--- src/rtl/core/hbbc_pkg.sv ---
// Package: shared types, constants and helpers for the hashed buffer cache.
package hbbc_pkg;

    localparam int NumSlots   = 32;
    localparam int NumBuckets = 13;
    localparam int SlotW      = $clog2(NumSlots);
    localparam int BucketW    = $clog2(NumBuckets);

    typedef enum logic [1:0] {
        FUNC_ACQUIRE = 2'd0,
        FUNC_RELEASE = 2'd1,
        FUNC_PIN     = 2'd2,
        FUNC_UNPIN   = 2'd3
    } func_t;

    typedef enum logic [1:0] {
        ST_OK       = 2'd0,
        ST_NO_FREE  = 2'd1,
        ST_UNREF    = 2'd2,
        ST_OVERFLOW = 2'd3
    } status_t;

    typedef enum logic [3:0] {
        S_INIT,
        S_IDLE,
        S_HASH,
        S_SCAN,
        S_DRAIN,
        S_DECIDE,
        S_RMW_RD,
        S_RMW_WR,
        S_REPLY
    } state_t;

    typedef struct packed {
        logic [1:0]  func;
        logic [7:0]  device_id;
        logic [31:0] block_number;
        logic [4:0]  slot_select;
        logic [31:0] tick_now;
    } req_t;

    typedef struct packed {
        logic [4:0] slot_granted;
        logic       was_hit;
        logic       needs_read;
        logic [1:0] status;
    } rsp_t;

    typedef struct packed {
        logic [7:0]  device;
        logic [31:0] block;
        logic [7:0]  refcount;
        logic        valid;
        logic [31:0] last_use;
        logic [31:0] list_order;
        logic [BucketW-1:0] bucket;
    } entry_t;

    // Fold one 4-bit digit into a residue mod NumBuckets, most significant digit first.
    function automatic logic [BucketW-1:0] bucket_step(input logic [BucketW-1:0] acc,
                                                      input logic [3:0] digit);
        logic [BucketW+3:0] x;
        x = {acc, digit};
        for (int k = 3; k >= 0; k--)
        begin
            if (x >= (BucketW+4)'(NumBuckets << k))
                x = x - (BucketW+4)'(NumBuckets << k);
        end
        return BucketW'(x);
    endfunction

endpackage

--- src/rtl/core/hbbc_table.sv ---
// Entry table: one synchronous memory with registered read data.
module hbbc_table (
    input  logic                        clk,
    input  logic                        we,
    input  logic [hbbc_pkg::SlotW-1:0]  waddr,
    input  hbbc_pkg::entry_t            wdata,
    input  logic [hbbc_pkg::SlotW-1:0]  raddr,
    output hbbc_pkg::entry_t            rdata
);
    hbbc_pkg::entry_t mem [hbbc_pkg::NumSlots];

    always_ff @(posedge clk)
    begin
        if (we)
        begin
            mem[waddr] <= wdata;
        end
        rdata <= mem[raddr];
    end
endmodule

--- config.mk ---
export PLATFORM = sky130hd
export DESIGN_NAME = hbbc_table
export DESIGN_NICKNAME = d
export VERILOG_FILES = /design/src/rtl/core/hbbc_pkg.sv /design/src/rtl/core/hbbc_table.sv
export SDC_FILE = /design/constraint.sdc
export NUM_CORES = 2
export LEC_CHECK = 0
export BUFFER_PORTS_ARGS = -buffer_cell sky130_fd_sc_hd__buf_2
export CAP_MARGIN = 20
export CORE_ASPECT_RATIO = 1.75
export CORE_MARGIN = 2
export CORE_UTILIZATION = 45
export DETAILED_ROUTE_END_ITERATION = 7
export GPL_ROUTABILITY_DRIVEN = 1
export REMOVE_ABC_BUFFERS = 1
export SLEW_MARGIN = 20
export SYNTH_ARGS = -nofsm -noshare
export SYNTH_HDL_FRONTEND = slang
export SYNTH_SLANG_ARGS = --single-unit
--- constraint.sdc ---
create_clock -name clk -period 9.4 [get_ports clk]
set_input_delay 1.88 -clock clk [delete_from_list [all_inputs] [get_ports clk]]
set_output_delay 1.88 -clock clk [all_outputs]
set_load 0.02 [all_outputs]
==> impl_metrics.csv <==
group,metric,value,unit
status,status,"finished clean",
logic_synthesis,yosysWarnings,0,
place,io_buffer_count,245,
clocking,ctsLongestPathBuffers,4,
logic_synthesis,ys_seq_area_share,79.5,%
grt,grt_pass1_wl,547000,um
cells_and_area,layout.nets,7306,
cells_and_area,nFillCells,25200,
logic_synthesis,ys_ff_latch,3861,
worst_setup_path,cp.required,10.17,ns
worst_setup_path,worstSetupEndpointType,"flop",
clocking,cts_tree,"built",
sta,setup_viol,0,
clocking,root_buffer,"clkbuf_16",
sta,setup_tns,0,ns
floorplanning,fp.dieArea,0.326,sq mm
worst_setup_path,cp_max_fo,69,
drt,ant_nets,0,
sta,skew,0.0406,ns
sta,fin_crit,4.54,ns
worst_setup_path,cp-start-kind,"input port",
floorplanning,ioPinCount,246,
grt,grt_max_degree,115,
place,dp_hpwl,197000,um
place,preCtsSetupSlack,3.88,ns
pwr,internal-power,27.7,mW
cells_and_area,multi_input_area,0.0280,sq mm
floorplanning,die_h,753,um
sta,rsz0062_at_grt,"false",
drt,drc,0,
clocking,cts_num_sinks,3861,
drt,wirelength,390000,um
clocking,ctsResizeCount,0,
floorplanning,die_w,432,um
floorplanning,num_rows,275,
sta,fin_ws,4.86,ns
logic_synthesis,synthCells,6795,
pwr,p_sw,7.50,mW
clocking,numCtsBuffers,341,
cells_and_area,regArea,0.115,sq mm
clocking,clk_pin_slew_worst_paths,0.06,ns
floorplanning,core_area,0.320,sq mm
pwr,clock_power_share,40.5,%
clocking,post-cts-setup-buffer-count,0,
worst_setup_path,crit_type,"in2reg",
sta,hold_viol,0,
sta,max_slew_margin,22.9,%
drt,dr.pass1.iters,6,
grt,grt_pass1_vias,72400,
cells_and_area,area_growth,12.4,%
worst_setup_path,critical_path_arrival,5.32,ns
grt,grt_util_all_layers,23.6,%
drt,wl_per_cell,33.5,um
drt,drt_iter0_markers,7574,
logic_synthesis,synth_top_area_share,77.9,%
sta,drv_slew,0,
pwr,ir_drop,0.000162,V
sta,worst_pin_slew,1.15,ns
drt,vias_per_cell,6.16,
logic_synthesis,synth_area_leaders,"edfxtp_1 78%, mux4_2 7.5%, mux2i_1 6.4%",
sta,max_freq,220,MHz
place,gp_congestion,0.753,
clocking,hold_buffers,0,
grt,antenna_found_initial,68,
sta,fin_crit_sh,48.3,%
pwr,pwr_density_cell,217,mW/mm^2
grt,overflow,0,
pwr,switching_share,21.3,%
logic_synthesis,ys_types,33,
clocking,htreeDepth,5,
pwr,p_leak,52.8,nW
logic_synthesis,synth_area,0.144,sq mm
job,cap_violations,0,
pwr,pwr-share-seq,54.7,%
min_path,hold_path_class,"reg2reg",
clocking,clk_latency,0.91,ns
drt,vias,71700,
logic_synthesis,yosys.area.top_type,"edfxtp_1",
pwr,combPwrFrac,4.8,%
floorplanning,initial_utilization,45.1,%
logic_synthesis,synth.avg_cell_area,21.2,sq um
cells_and_area,drive_gt1_share,19.6,%
synthesized netlist by cell type, drive strengths merged:
master,n
nand4,50
inv,1
a32oi,5
and3b,1
buf,224
o211ai,4
nor2,46
a22oi,603
nand3b,5
a22o,67
mux2i,916
a31oi,67
edfxtp,3744
nand2,22
a2bb2oi,6
clkbuf,161
nand2b,1
and3,1
dfxtp,117
or3b,2
nor2b,15
and2,10
or3,1
o21ai,4
nand3,222
mux4,478
nor3,5
a21oi,17
placed cells by master, fill, tap and decap left out, types with 5 or more instances in the layout:
| cell | synthesis | routed |
|---|---|---|
| edfxtp_1 | 3744 | 3744 |
| mux2i_1 | 916 | 916 |
| a22oi_1 | 603 | 603 |
| mux4_2 | 478 | 478 |
| clkbuf_16 | 0 | 349 |
| buf_2 | 126 | 241 |
| nand3_1 | 222 | 222 |
| buf_4 | 58 | 150 |
| dfxtp_1 | 117 | 117 |
| clkbuf_1 | 161 | 75 |
| a22o_1 | 67 | 67 |
| a31oi_1 | 67 | 67 |
| clkinv_2 | 0 | 53 |
| nand4_1 | 50 | 50 |
| clkinv_1 | 0 | 47 |
| nor2_4 | 0 | 41 |
| bufinv_16 | 0 | 33 |
| clkbuf_8 | 0 | 29 |
| buf_12 | 0 | 27 |
| nand2_1 | 22 | 22 |
| diode_2 | 0 | 19 |
| a21oi_1 | 17 | 17 |
| clkinvlp_4 | 0 | 15 |
| clkinv_4 | 0 | 11 |
| nor2b_4 | 0 | 8 |
| and2_1 | 9 | 6 |
| nor2b_1 | 15 | 6 |
| a2bb2oi_1 | 6 | 6 |
| inv_6 | 0 | 6 |
| nor2_1 | 44 | 5 |
| a32oi_1 | 5 | 5 |
| nand3b_1 | 5 | 5 |
critical path, stage by stage:
cell and delay (ns):
buf_12 0.35, buf_4 0.72, buf_4 0.84, mux4_2 0.62, a22o_1 0.25, a31oi_1 0.22, nand3_1 0.13
cells by family after synthesis:
logic type,synth area share (%)
buffers and inverters,1.36
AND/OR/NAND/NOR,1.35
multiplexers,13.8
AO/OA/AOI/OAI,3.99
flip-flops,79.5
flip-flops by register name (all words and copies together), names as in the netlist:
| signal | cells |
|---|---|
| rdata | 117 |
| mem | 3744 |
metal layers:
metal / wire length [um] / GRT usage, %
met1: 152000 / 30.8
met2: 202000 / 41.4
met3: 25400 / 3.48
met4: 9860 / 5.93
met5: 227 / 0
layout make-up:
| type | instances | area share (%) |
|---|---|---|
| flip-flops and latches | 3861 | 70.7 |
| multi-input cells | 2548 | 17.3 |
| clock buffers | 452 | 5.79 |
| well taps | 4155 | 3.20 |
| repair buffers | 424 | 1.86 |
| clock inverters | 174 | 1.15 |
| diodes | 19 | 0.0293 |
| inverters | 1 | 0.00231 |
path summary, 6_finish.rpt:
path	slack [ns]	startpoint	cells past startpoint	end
setup / recovery	4.86	raddr[0]	7	rdata[73]
hold / removal	0.63	mem[4][5]	4	rdata[5]
setup reg to reg	7.67	mem[10][86]	4	rdata[86]
hold reg to reg	0.63	mem[4][5]	4	rdata[5]
power by group through the flow:
stage	Sequential, mW	Clock (mW)	Combinational (mW)
after CTS	19.3	14.4	1.70
final	19.3	14.2	1.69
after global placement	19.6	0	1.67
after floorplan	19.7	0	0.690
after detailed placement	19.6	0	1.70
after global routing	19.3	15.0	1.80
per-stage QoR:
step	hold slack, ns	cells	power [mW]	cell area, sq um	util [%]
floorplan	0.549	6410	20.4	142000	-
global placement	0.609	11000	21.3	151000	47.1
detailed placement	0.618	11000	21.3	151000	47.2
CTS	0.639	11600	35.4	162000	50.7
global route	0.677	11600	36.1	162000	50.7
finish	0.634	11600	35.2	162000	50.7
Note: power is estimated with default switching activity, not from simulation.
